===== config.mk =====
export PLATFORM = sky130hd
export DESIGN_NAME = wheel_slip_detector
export DESIGN_NICKNAME = d
export VERILOG_FILES = /design/src/rtl/core/wsd_pkg.sv /design/src/rtl/core/wsd_cfg.sv /design/src/rtl/core/wsd_delta.sv /design/src/rtl/core/wsd_judge.sv /design/src/rtl/core/wheel_slip_detector.sv
export VERILOG_INCLUDE_DIRS = /design/src /design/src/rtl/core
export SDC_FILE = /design/constraint.sdc
export NUM_CORES = 2
export LEC_CHECK = 0
export BUFFER_PORTS_ARGS = -buffer_cell sky130_fd_sc_hd__buf_2
export CELL_PAD_IN_SITES_DETAIL_PLACEMENT = 1
export CELL_PAD_IN_SITES_GLOBAL_PLACEMENT = 1
export CORE_ASPECT_RATIO = 0.7
export CORE_MARGIN = 5
export CORE_UTILIZATION = 53
export DETAILED_ROUTE_END_ITERATION = 10
export PLACE_DENSITY_LB_ADDON = 0.1
export SLEW_MARGIN = 20
export SYNTH_ARGS = -nofsm -noshare
export SYNTH_HDL_FRONTEND = slang
export SYNTH_SLANG_ARGS = --single-unit

===== constraint.sdc =====
create_clock -name clk -period 18 [get_ports clk]
set_input_delay 0 -clock clk [delete_from_list [all_inputs] [get_ports clk]]
set_output_delay 0 -clock clk [all_outputs]
set_load 0.02 [all_outputs]

===== src/rtl/core/wheel_slip_detector_defines.svh =====
// Assertion macros for the wheel slip detector.
// Used by the modules that check their own logic; needs clk and rst in scope.
`ifndef WHEEL_SLIP_DETECTOR_DEFINES_SVH
`define WHEEL_SLIP_DETECTOR_DEFINES_SVH
`ifndef SYNTHESIS
`define WSD_ASSERT_SAME(label, ante, cons) \
  label: assert property (@(posedge clk) disable iff (rst) (ante) |-> (cons)) \
    else $error("wheel slip detector: same-cycle check failed");
`define WSD_ASSERT_NEXT(label, ante, cons) \
  label: assert property (@(posedge clk) disable iff (rst) (ante) |=> (cons)) \
    else $error("wheel slip detector: next-cycle check failed");
`else
`define WSD_ASSERT_SAME(label, ante, cons)
`define WSD_ASSERT_NEXT(label, ante, cons)
`endif
`endif


===== src/rtl/core/wsd_pkg.sv =====
// Shared types, constants and helpers of the wheel slip detector.
// No dependencies.
package wsd_pkg;

  localparam int FIELD_WIDTH = 32;
  localparam int COUNT_WIDTH = 32;
  localparam int RATIO_WIDTH = 8;
  localparam int MIN_WIDTH   = 16;
  localparam int RUN_WIDTH   = 8;
  localparam int PROD_WIDTH  = COUNT_WIDTH + RATIO_WIDTH;

  localparam int APB_ADDR_WIDTH = 4;
  localparam int APB_DATA_WIDTH = 32;

  typedef logic [COUNT_WIDTH-1:0] cnt_t;
  typedef logic [PROD_WIDTH-1:0]  prod_t;
  typedef logic [RUN_WIDTH-1:0]   run_t;
  typedef logic [1:0]             side_t;
  typedef logic [1:0]             reg_idx_t;

  localparam side_t SIDE_NONE  = 2'd0;
  localparam side_t SIDE_LEFT  = 2'd1;
  localparam side_t SIDE_RIGHT = 2'd2;

  localparam reg_idx_t REG_SLIP_RATIO = 2'd0;
  localparam reg_idx_t REG_MIN_MOTOR  = 2'd1;
  localparam reg_idx_t REG_TRIGGER    = 2'd2;

  localparam logic [RATIO_WIDTH-1:0] SLIP_RATIO_RESET = 8'd4;
  localparam logic [MIN_WIDTH-1:0]   MIN_MOTOR_RESET  = 16'd100;
  localparam run_t                   TRIGGER_RESET    = 8'd3;

  localparam run_t RUN_MAX = {RUN_WIDTH{1'b1}};
  localparam run_t RUN_ONE = run_t'(1);

  typedef struct packed {
    logic [RATIO_WIDTH-1:0] slip_ratio;
    logic [MIN_WIDTH-1:0]   min_motor_delta;
    run_t                   trigger_count;
  } wsd_cfg_t;

  // Per-tick delta magnitudes and motor directions.
  typedef struct packed {
    cnt_t lw_mag;
    cnt_t rw_mag;
    cnt_t lm_mag;
    cnt_t rm_mag;
    logic lm_pos;
    logic rm_pos;
  } wsd_mag_t;

  // Magnitude of a two's complement delta; the most negative value maps to 2^(W-1).
  function automatic cnt_t delta_mag(input cnt_t d);
    delta_mag = d[COUNT_WIDTH-1] ? cnt_t'(~d + cnt_t'(1)) : d;
  endfunction

  function automatic logic delta_pos(input cnt_t d);
    delta_pos = !d[COUNT_WIDTH-1] && (d != '0);
  endfunction

endpackage


===== src/rtl/core/wsd_cfg.sv =====
// Configuration register file behind an APB-style port.
// Depends on wsd_pkg.
module wsd_cfg
  import wsd_pkg::*;
(
  input  logic                      clk,
  input  logic                      rst,
  input  logic                      psel,
  input  logic                      penable,
  input  logic                      pwrite,
  input  logic [APB_ADDR_WIDTH-1:0] paddr,
  input  logic [APB_DATA_WIDTH-1:0] pwdata,
  output logic [APB_DATA_WIDTH-1:0] prdata,
  output logic                      pready,
  output wsd_cfg_t                  cfg
);

  reg_idx_t idx;
  logic     wr;

  assign pready = 1'b1;
  assign idx    = paddr[APB_ADDR_WIDTH-1:2];
  assign wr     = psel && penable && pwrite && pready;

  always_ff @(posedge clk) begin
    if (rst) begin
      cfg.slip_ratio      <= SLIP_RATIO_RESET;
      cfg.min_motor_delta <= MIN_MOTOR_RESET;
      cfg.trigger_count   <= TRIGGER_RESET;
    end else if (wr) begin
      unique case (idx)
        REG_SLIP_RATIO: cfg.slip_ratio      <= pwdata[RATIO_WIDTH-1:0];
        REG_MIN_MOTOR:  cfg.min_motor_delta <= pwdata[MIN_WIDTH-1:0];
        REG_TRIGGER:    cfg.trigger_count   <= pwdata[RUN_WIDTH-1:0];
        default: ;
      endcase
    end
  end

  always_comb begin
    unique case (idx)
      REG_SLIP_RATIO: prdata = APB_DATA_WIDTH'(cfg.slip_ratio);
      REG_MIN_MOTOR:  prdata = APB_DATA_WIDTH'(cfg.min_motor_delta);
      REG_TRIGGER:    prdata = APB_DATA_WIDTH'(cfg.trigger_count);
      default:        prdata = '0;
    endcase
  end

endmodule


===== src/rtl/core/wsd_delta.sv =====
// Input stage: keeps the previous positions and registers the magnitudes and motor directions of the wrapping deltas.
// Depends on wsd_pkg.
module wsd_delta
  import wsd_pkg::*;
(
  input  logic                   clk,
  input  logic                   rst,
  input  logic                   in_valid,
  output logic                   in_stall,
  input  logic [FIELD_WIDTH-1:0] left_wheel_count,
  input  logic [FIELD_WIDTH-1:0] right_wheel_count,
  input  logic [FIELD_WIDTH-1:0] left_motor_count,
  input  logic [FIELD_WIDTH-1:0] right_motor_count,
  input  logic                   advance,
  output logic                   mag_valid,
  output wsd_mag_t               mag
);

  cnt_t prev_lw, prev_rw, prev_lm, prev_rm;
  cnt_t cur_lw, cur_rw, cur_lm, cur_rm;
  cnt_t d_lw, d_rw, d_lm, d_rm;
  logic load;

  assign cur_lw = left_wheel_count[COUNT_WIDTH-1:0];
  assign cur_rw = right_wheel_count[COUNT_WIDTH-1:0];
  assign cur_lm = left_motor_count[COUNT_WIDTH-1:0];
  assign cur_rm = right_motor_count[COUNT_WIDTH-1:0];

  assign d_lw = cur_lw - prev_lw;
  assign d_rw = cur_rw - prev_rw;
  assign d_lm = cur_lm - prev_lm;
  assign d_rm = cur_rm - prev_rm;

  assign in_stall = mag_valid && !advance;
  assign load     = in_valid && !in_stall;

  always_ff @(posedge clk) begin
    if (rst) begin
      prev_lw   <= '0;
      prev_rw   <= '0;
      prev_lm   <= '0;
      prev_rm   <= '0;
      mag_valid <= 1'b0;
    end else begin
      if (load) begin
        prev_lw <= cur_lw;
        prev_rw <= cur_rw;
        prev_lm <= cur_lm;
        prev_rm <= cur_rm;
      end
      if (load) begin
        mag_valid <= 1'b1;
      end else if (advance) begin
        mag_valid <= 1'b0;
      end
    end
  end

  always_ff @(posedge clk) begin
    if (load) begin
      mag.lw_mag <= delta_mag(d_lw);
      mag.rw_mag <= delta_mag(d_rw);
      mag.lm_mag <= delta_mag(d_lm);
      mag.rm_mag <= delta_mag(d_rm);
      mag.lm_pos <= delta_pos(d_lm);
      mag.rm_pos <= delta_pos(d_rm);
    end
  end

endmodule


===== src/rtl/core/wsd_judge.sv =====
// Result stage: slip test per side, run counter and the result register.
// Depends on wsd_pkg and wheel_slip_detector_defines.svh.
`include "wheel_slip_detector_defines.svh"
module wsd_judge
  import wsd_pkg::*;
(
  input  logic     clk,
  input  logic     rst,
  input  wsd_cfg_t cfg,
  input  logic     mag_valid,
  input  wsd_mag_t mag,
  output logic     advance,
  output logic     out_valid,
  input  logic     out_stall,
  output logic     slip_event,
  output side_t    slip_side,
  output logic     moving_forward,
  output run_t     slip_run_length
);

  prod_t lw_lim, rw_lim;
  cnt_t  min_ext;
  logic  slip_l, slip_r;
  side_t side_next;
  logic  fwd_next;
  run_t  run_count, run_next;
  logic  load;

  assign lw_lim  = prod_t'(cfg.slip_ratio) * prod_t'(mag.lw_mag);
  assign rw_lim  = prod_t'(cfg.slip_ratio) * prod_t'(mag.rw_mag);
  assign min_ext = cnt_t'(cfg.min_motor_delta);

  assign slip_l = (prod_t'(mag.lm_mag) > lw_lim) && (mag.lm_mag > min_ext);
  assign slip_r = (prod_t'(mag.rm_mag) > rw_lim) && (mag.rm_mag > min_ext);

  // Left wins when both sides slip.
  always_comb begin
    priority if (slip_l) begin
      side_next = SIDE_LEFT;
      fwd_next  = mag.lm_pos;
    end else if (slip_r) begin
      side_next = SIDE_RIGHT;
      fwd_next  = mag.rm_pos;
    end else begin
      side_next = SIDE_NONE;
      fwd_next  = 1'b0;
    end
  end

  always_comb begin
    if (side_next == SIDE_NONE) begin
      run_next = '0;
    end else if (run_count == RUN_MAX) begin
      run_next = run_count;
    end else begin
      run_next = run_count + RUN_ONE;
    end
  end

  assign advance         = !out_valid || !out_stall;
  assign load            = mag_valid && advance;
  assign slip_run_length = run_count;

  always_ff @(posedge clk) begin
    if (rst) begin
      out_valid <= 1'b0;
      run_count <= '0;
    end else begin
      if (advance) begin
        out_valid <= mag_valid;
      end
      if (load) begin
        run_count <= run_next;
      end
    end
  end

  always_ff @(posedge clk) begin
    if (load) begin
      slip_event     <= run_next > cfg.trigger_count;
      slip_side      <= side_next;
      moving_forward <= fwd_next;
    end
  end

  `WSD_ASSERT_SAME(a_event_has_side, out_valid && slip_event, slip_side != SIDE_NONE)
  `WSD_ASSERT_NEXT(a_run_step, load && side_next != SIDE_NONE && run_count != RUN_MAX, run_count == $past(run_count) + RUN_ONE)
  `WSD_ASSERT_NEXT(a_run_clear, load && side_next == SIDE_NONE, run_count == '0 && !moving_forward)

endmodule


===== src/rtl/core/wheel_slip_detector.sv =====
// Wheel slip detector top level: config registers, delta stage, result stage.
// A word accepted by the delta stage is registered there, then moves to the result register
// when the result stage advances, and is taken from there while out_stall is low.
// Throughput: one word per cycle while out_stall is low; the loop is the run counter in the result stage.
// Reset (synchronous, rst high): previous positions and run count clear to zero,
// registers return to ratio 4, minimum delta 100, trigger count 3, no word held.
module wheel_slip_detector
  import wsd_pkg::*;
(
  input  logic                          clk,
  input  logic                          rst,
  input  logic                          psel,
  input  logic                          penable,
  input  logic                          pwrite,
  input  logic [APB_ADDR_WIDTH-1:0]     paddr,
  input  logic [APB_DATA_WIDTH-1:0]     pwdata,
  output logic [APB_DATA_WIDTH-1:0]     prdata,
  output logic                          pready,
  input  logic                          in_valid,
  output logic                          in_stall,
  input  logic signed [FIELD_WIDTH-1:0] left_wheel_count,
  input  logic signed [FIELD_WIDTH-1:0] right_wheel_count,
  input  logic signed [FIELD_WIDTH-1:0] left_motor_count,
  input  logic signed [FIELD_WIDTH-1:0] right_motor_count,
  output logic                          out_valid,
  input  logic                          out_stall,
  output logic                          slip_event,
  output side_t                         slip_side,
  output logic                          moving_forward,
  output run_t                          slip_run_length
);

  wsd_cfg_t cfg;
  wsd_mag_t mag;
  logic     mag_valid;
  logic     advance;

  wsd_cfg u_cfg (
    .clk     (clk),
    .rst     (rst),
    .psel    (psel),
    .penable (penable),
    .pwrite  (pwrite),
    .paddr   (paddr),
    .pwdata  (pwdata),
    .prdata  (prdata),
    .pready  (pready),
    .cfg     (cfg)
  );

  wsd_delta u_delta (
    .clk               (clk),
    .rst               (rst),
    .in_valid          (in_valid),
    .in_stall          (in_stall),
    .left_wheel_count  (left_wheel_count),
    .right_wheel_count (right_wheel_count),
    .left_motor_count  (left_motor_count),
    .right_motor_count (right_motor_count),
    .advance           (advance),
    .mag_valid         (mag_valid),
    .mag               (mag)
  );

  wsd_judge u_judge (
    .clk             (clk),
    .rst             (rst),
    .cfg             (cfg),
    .mag_valid       (mag_valid),
    .mag             (mag),
    .advance         (advance),
    .out_valid       (out_valid),
    .out_stall       (out_stall),
    .slip_event      (slip_event),
    .slip_side       (slip_side),
    .moving_forward  (moving_forward),
    .slip_run_length (slip_run_length)
  );

endmodule


After elaboration in Yosys (flattened, before gate mapping) --
Index checks and enable logic that the tools add are counted.
Word-level totals: register bits 304, output and inout port bits 47
Operators by class: $add $sub $neg 9, multiply operators 2, order comparisons 5, equal/unequal tests 3, mux-type cells 13, bitwise gates (word level) 4, reduce and logical (&&, ||, !) cells 24
Operator list (number):
- 32-bit by 1-bit adder with 32-bit output, second input constant | 4
- 32-bit NOT | 4
- 32-bit subtractor | 4
- 31-bit two-way mux | 4
- 32-bit by 40-bit greater-than comparator with 1-bit output | 2
- 8-bit by 32-bit multiplier with 40-bit output | 2
- 32-bit by 16-bit greater-than comparator with 1-bit output | 2
- 32-bit nonzero test | 2
- 16-bit one-hot mux with 3 select lines | 1
- 8-bit two-way mux | 2
- 1-bit logical AND | 9
- 8-bit by 1-bit adder with 8-bit output, second input constant | 1
- 8-bit equality test, second input constant | 1
- 8-bit greater-than comparator | 1
- 1-bit logical NOT | 6
- 2-bit AND reduction | 3
- 2-bit logical NOT | 2
- 1-bit two-way mux | 4
- 2-bit two-way mux | 2
- 2-bit by 1-bit equality test with 1-bit output, second input constant | 1
- 2-bit equality test, second input constant | 1
- 2-bit nonzero test | 1
- 1-bit logical OR | 1

Longest topological paths before layout --
word-level depth 8, depth in mapped cells 45, depth with buffers taken out 42

Hierarchy --
A second synthesis with hierarchy kept.
Second synthesis, totals: cells, all modules 4839, area, all modules 40196.1 um2
Modules (own cells, without submodules):
- wsd_judge | instances 1, cells each 2301, area an instance 19339.8 um2, sequential area each 300.3 um2
- wsd_delta | instances 1, cells each 2352, area an instance 19108.3 um2, sequential area each 6486.2 um2
- wsd_cfg | instances 1, cells each 186, area an instance 1747.9 um2, sequential area each 640.6 um2

Worst setup path after synthesis --
Ideal clock, no wire load.
kind reg2reg, start point reg, netlist name u_cfg.cfg[31], end point reg u_judge.slip_event (data pin), setup time 262 ps, arrival 8540 ps, setup slack 9198 ps, cell stages (with the launch flop) 39, path buffers 4, clock period less this slack 8802 ps, cells stage by stage dfxtp_1 -> clkbuf_1 -> clkbuf_1 -> and2_1 -> fa_1 -> fa_1 -> fa_1 -> inv_1 -> fa_1 -> inv_1 -> ha_1 -> buf_2 -> nand4_1 -> or2_2 -> o311ai_1 -> a31oi_1 -> o21ai_0 -> xnor2_1 -> [... 3 more ...] -> or3_1 -> a21oi_1 -> nor3b_1 -> or4_1 -> or4_1 -> nor4_2 -> buf_4 -> nor2_1 -> a21oi_1 -> ha_1 -> nor2b_1 -> o21a_1 -> o21ai_0 -> nand2b_1 -> a21oi_1 -> nor2_1 -> a211oi_1 -> a21oi_1
Between the ends: word-level cells in the longest chain between the ends 8, elaborated cells between the ends (all ways) 11, classes of those cells mul: 2; order compare: 3; mux: 3; reduce/logical: 3
RTL lines:
- 8-bit by 32-bit multiplier with 40-bit output | RTL line wsd_judge.sv:30 | assign rw_lim = prod_t'(cfg.slip_ratio) * prod_t'(mag.rw_mag);
- 32-bit by 40-bit greater-than comparator with 1-bit output | RTL line wsd_judge.sv:34 | assign slip_r = (prod_t'(mag.rm_mag) > rw_lim) && (mag.rm_mag > min_ext);
- 1-bit logical AND | RTL line wsd_judge.sv:34
- 2-bit two-way mux | RTL line wsd_judge.sv:41 | end else if (slip_r) begin
- 2-bit two-way mux * | RTL line wsd_judge.sv:38 | priority if (slip_l) begin
- 2-bit logical NOT * | RTL line wsd_judge.sv:51 | if (side_next == SIDE_NONE) begin
- 8-bit two-way mux * | RTL line wsd_judge.sv:51
- via u_judge.run_next[1] | RTL line wsd_judge.sv:26 | run_t run_count, run_next;
- 8-bit greater-than comparator * | RTL line wsd_judge.sv:80 | slip_event <= run_next > cfg.trigger_count;
- to (signal assigned) | RTL line wsd_judge.sv:80
- to (decl) | RTL line wsd_judge.sv:15 | output logic slip_event,
The timed path passes the listed nets; every way through them passes the cells marked *. A chain may end at the register's enable or synchronous reset.

Final worst setup path --
start point reg, netlist name u_cfg.cfg[27], end point reg u_judge.slip_event (data pin)
Between the ends: word-level cells in the longest chain between the ends 8, elaborated cells between the ends (all ways) 11, classes of those cells mul: 2; order compare: 3; mux: 3; reduce/logical: 3
RTL lines (RTL line):
- 8-bit by 32-bit multiplier with 40-bit output | wsd_judge.sv:30
- 32-bit by 40-bit greater-than comparator with 1-bit output | wsd_judge.sv:34
- 1-bit logical AND | wsd_judge.sv:34
- 2-bit two-way mux | wsd_judge.sv:41
- 2-bit two-way mux * | wsd_judge.sv:38
- 2-bit logical NOT * | wsd_judge.sv:51
- 8-bit two-way mux * | wsd_judge.sv:51
- via u_judge.run_next[1] | wsd_judge.sv:26
- 8-bit greater-than comparator * | wsd_judge.sv:80
Marked as above.

==> reports/qor.yml <==
cp-startpoint: "u_cfg.cfg[27]"
critPathCapture: "u_judge.slip_event"
worst_setup_path_start_kind: "flip-flop"
clockBufferDepth: 3
dp_slack_ns: 7.560
drv_slew: 0
final_nets: 5820
dpl.hpwl_um: 97090
worstPathArrival_ns: 11.46
root_buffer: "clkbuf_16"
yosysTopAreaCell: "fa_1"
drt-pass1-iter-count: 7
port_buffers: 182
cts-htree-levels: 2
clkTransAtPathRegs_ns: 0.08
synthArstFlopShare_pct: 0
synth.cell_area_sq_um: 38750
p_seq_share_pct: 29.5
critPathTopFamily: "simple AND/OR/NAND/NOR gates"
synth.area.top_cells: "fa_1 (19%), ha_1 (11%), edfxtp_1 (10%)"
fin_crit_sh_pct: 61.62
grt_pass1_vias: 38500
syn_inst: 4619
grt_pass1_wl_um: 215900
grt_use_total_pct: 34.10
crit_fanout: 57
num_io_pins: 218
relSlewSlack_pct: 16.31
cts_buffers: 37
gp_congestion: 0.9180
yosys_warnings: 0
areaGrowthSynthToFinish_pct: 13.81
drive_gt1_share_pct: 6.269
cp_slowest_cell: "buf_4"
clock_latency_ns: 0.62
start_util_pct: 53.16
synth_xor_area_share_pct: 6.554
status: "finished clean"
setup_tns_ns: 0
synth_compound_area_share_pct: 15.89
cap_violations: 0
syn_avg_cell_area_sq_um: 8.390
reg2reg_from: "u_cfg.cfg[27]"
core-area_sq_um: 72900
grt_max_degree: 117
crit_buf_inv: 4
reg2regPathDepth: 37
timing.rr.end: "u_judge.slip_event"
drtAntennaViolNets: 0
wirelength_um: 137400
endpoint_kind: "flip-flop"
r2r_setup_slack_ns: 6.91
final_hold_viol_count: 0
antenna_found_initial: 9
critPathMaxStageDelay_ns: 0.68
dominantRegCellSynth: "dfxtp_1"
ir_drop_mv: 0.1095
rsz0062_at_grt: "false"
worstHoldPathCells: 2
setup_slack_ns: 6.908
die_y_um: 236.2
synth_top_area_share_pct: 18.80
synth_seq_area_share_pct: 19.16
leakagePower_nw: 19.94
num_vias: 35560
hp-start: "rst"
num_rows: 83
clock_sinks: 304
clkPwrFrac_pct: 23.3
synth_cell_types: 91
synthMuxAreaShare_pct: 0.6715
cts_tree: "done"
worst_pin_slew_ns: 1.224
die_x_um: 333.2
synth_edf_count: 134
dieArea_sq_um: 78720
total_power_mw: 3.423
fmax_ghz: 0.09015
fin_crit_ns: 11.09
skew_ns: 0.06302
synthSimpleGateAreaFrac_pct: 20.09
drt_first_iter_violations: 2906
combPwrFrac_pct: 47.2
hp-class: "in -> reg"
swShare_pct: 44.07
synth_top_family_by_area: "adder cells"
wl_per_cell_um: 23.12
p_per_area_nw_per_um2: 77.61
finalSetupViolCount: 0
switching_power_mw: 1.508
routed_via_density: 5.983
crit_type: "reg -> reg"
intPower_mw: 1.915
synth_fa_ha_area_share_pct: 30.20
worst-path-stages: 37
mostFrequentLayoutCells: "nand2_1 (634), inv_1 (553), and2_1 (413)"
ys_seq_elements: 304
final_common_cell: "nand2_1"
overflow: 0
worstPathRequired_ns: 18.36
remaining_drc_errors: 0
fill_cells: 8741
-- kinds of logic (layout without fill, tap and decap cells) --
kind of cell | Yosys count | after routing
buffers and inverters | 745 | 1072
AND/OR/NAND/NOR | 1569 | 1569
AO/OA/AOI/OAI | 966 | 966
multiplexers | 26 | 26
other | 2 | 23
adder cells (fa/ha/maj) | 717 | 717
XOR/XNOR | 290 | 290
flip-flops | 304 | 304
-- worst min path at each step --
| stage | endpoint | slack [ns] |
|---|---|---|
| global route | u_delta.prev_rm[9] | 0.07 |
| global placement | u_cfg.cfg[14] | 0.24 |
| detailed placement | u_cfg.cfg[14] | 0.25 |
| floorplan | u_cfg.cfg[10] | 0.12 |
| finish | u_delta.prev_rw[2] | 0.05 |
| CTS | u_delta.prev_rw[2] | 0.009 |
-- layer usage --
metal	vias up	GRT usage (%)	routed length, um
li1	16100	-	-
met1	17870	45.65	59640
met2	1297	55.42	62780
met3	293	8.025	10900
met4	2	10.06	4073
met5	-	0	13
-- final cells by class --
cell class	instances	area, sq um	area share [%]
Clock inverter	21	214.0	0.4851
Tap cell	977	1222	2.771
Sequential cell	304	7431	16.85
Inverter	554	2087	4.732
Antenna cell	6	15.01	0.03404
Clock buffer	47	1008	2.286
Multi-Input combinational cell	3585	28580	64.80
Timing Repair Buffer	450	3548	8.045
-- flip-flops by register name (all words and copies together) (netlist names), 2 cells and up --
signal / flops
u_cfg.cfg: 32
u_delta.mag: 130
u_delta.prev_lm: 32
u_delta.prev_lw: 32
u_delta.prev_rm: 32
u_delta.prev_rw: 32
u_judge.slip_run_length: 8
u_judge.slip_side: 2
-- power groups by stage --
stage / sequential [mW] / clock [mW] / combinational (mW)
6_report: 1.01 / 0.799 / 1.61
5_1_grt: 1.02 / 0.832 / 1.78
4_1_cts: 1.00 / 0.789 / 1.56
3_5_place_dp: 1.01 / 0 / 1.50
3_3_place_gp: 1.01 / 0 / 1.43
2_1_floorplan: 0.934 / 0 / 1.08
-- synth_stat cells (35+ instances only) --
| cell type | number |
|---|---|
| a21o_1 | 123 |
| a21oi_1 | 364 |
| a31oi_1 | 35 |
| and2_1 | 413 |
| clkbuf_1 | 162 |
| dfxtp_1 | 170 |
| edfxtp_1 | 134 |
| fa_1 | 364 |
| ha_1 | 353 |
| inv_1 | 554 |
| nand2_1 | 635 |
| nand3_1 | 69 |
| nand4_1 | 48 |
| nor2_1 | 167 |
| nor3_1 | 47 |
| o21ai_0 | 141 |
| xnor2_1 | 193 |
| xor2_1 | 97 |
-- timing repair --
| item | CTS | global route |
|---|---|---|
| hold buffers | 246 | 0 |
| gates resized for setup | 0 | 0 |
| setup buffers | 0 | 0 |
| hold endpoints to repair | 165 | 0 |
-- metrics by stage --
step                std cells  area, sq um  utilization, %  hold slack, ns
finish                   5944        44110           60.50         0.05436
global route             5942        44100           60.50         0.07489
CTS                      5938        44060           60.44        0.008586
detailed placement       5624        40380           55.38          0.2475
global placement         5624        40380           55.38          0.2432
floorplan                4634        38810               -          0.1178
Note: power is estimated with default switching activity, not from simulation.
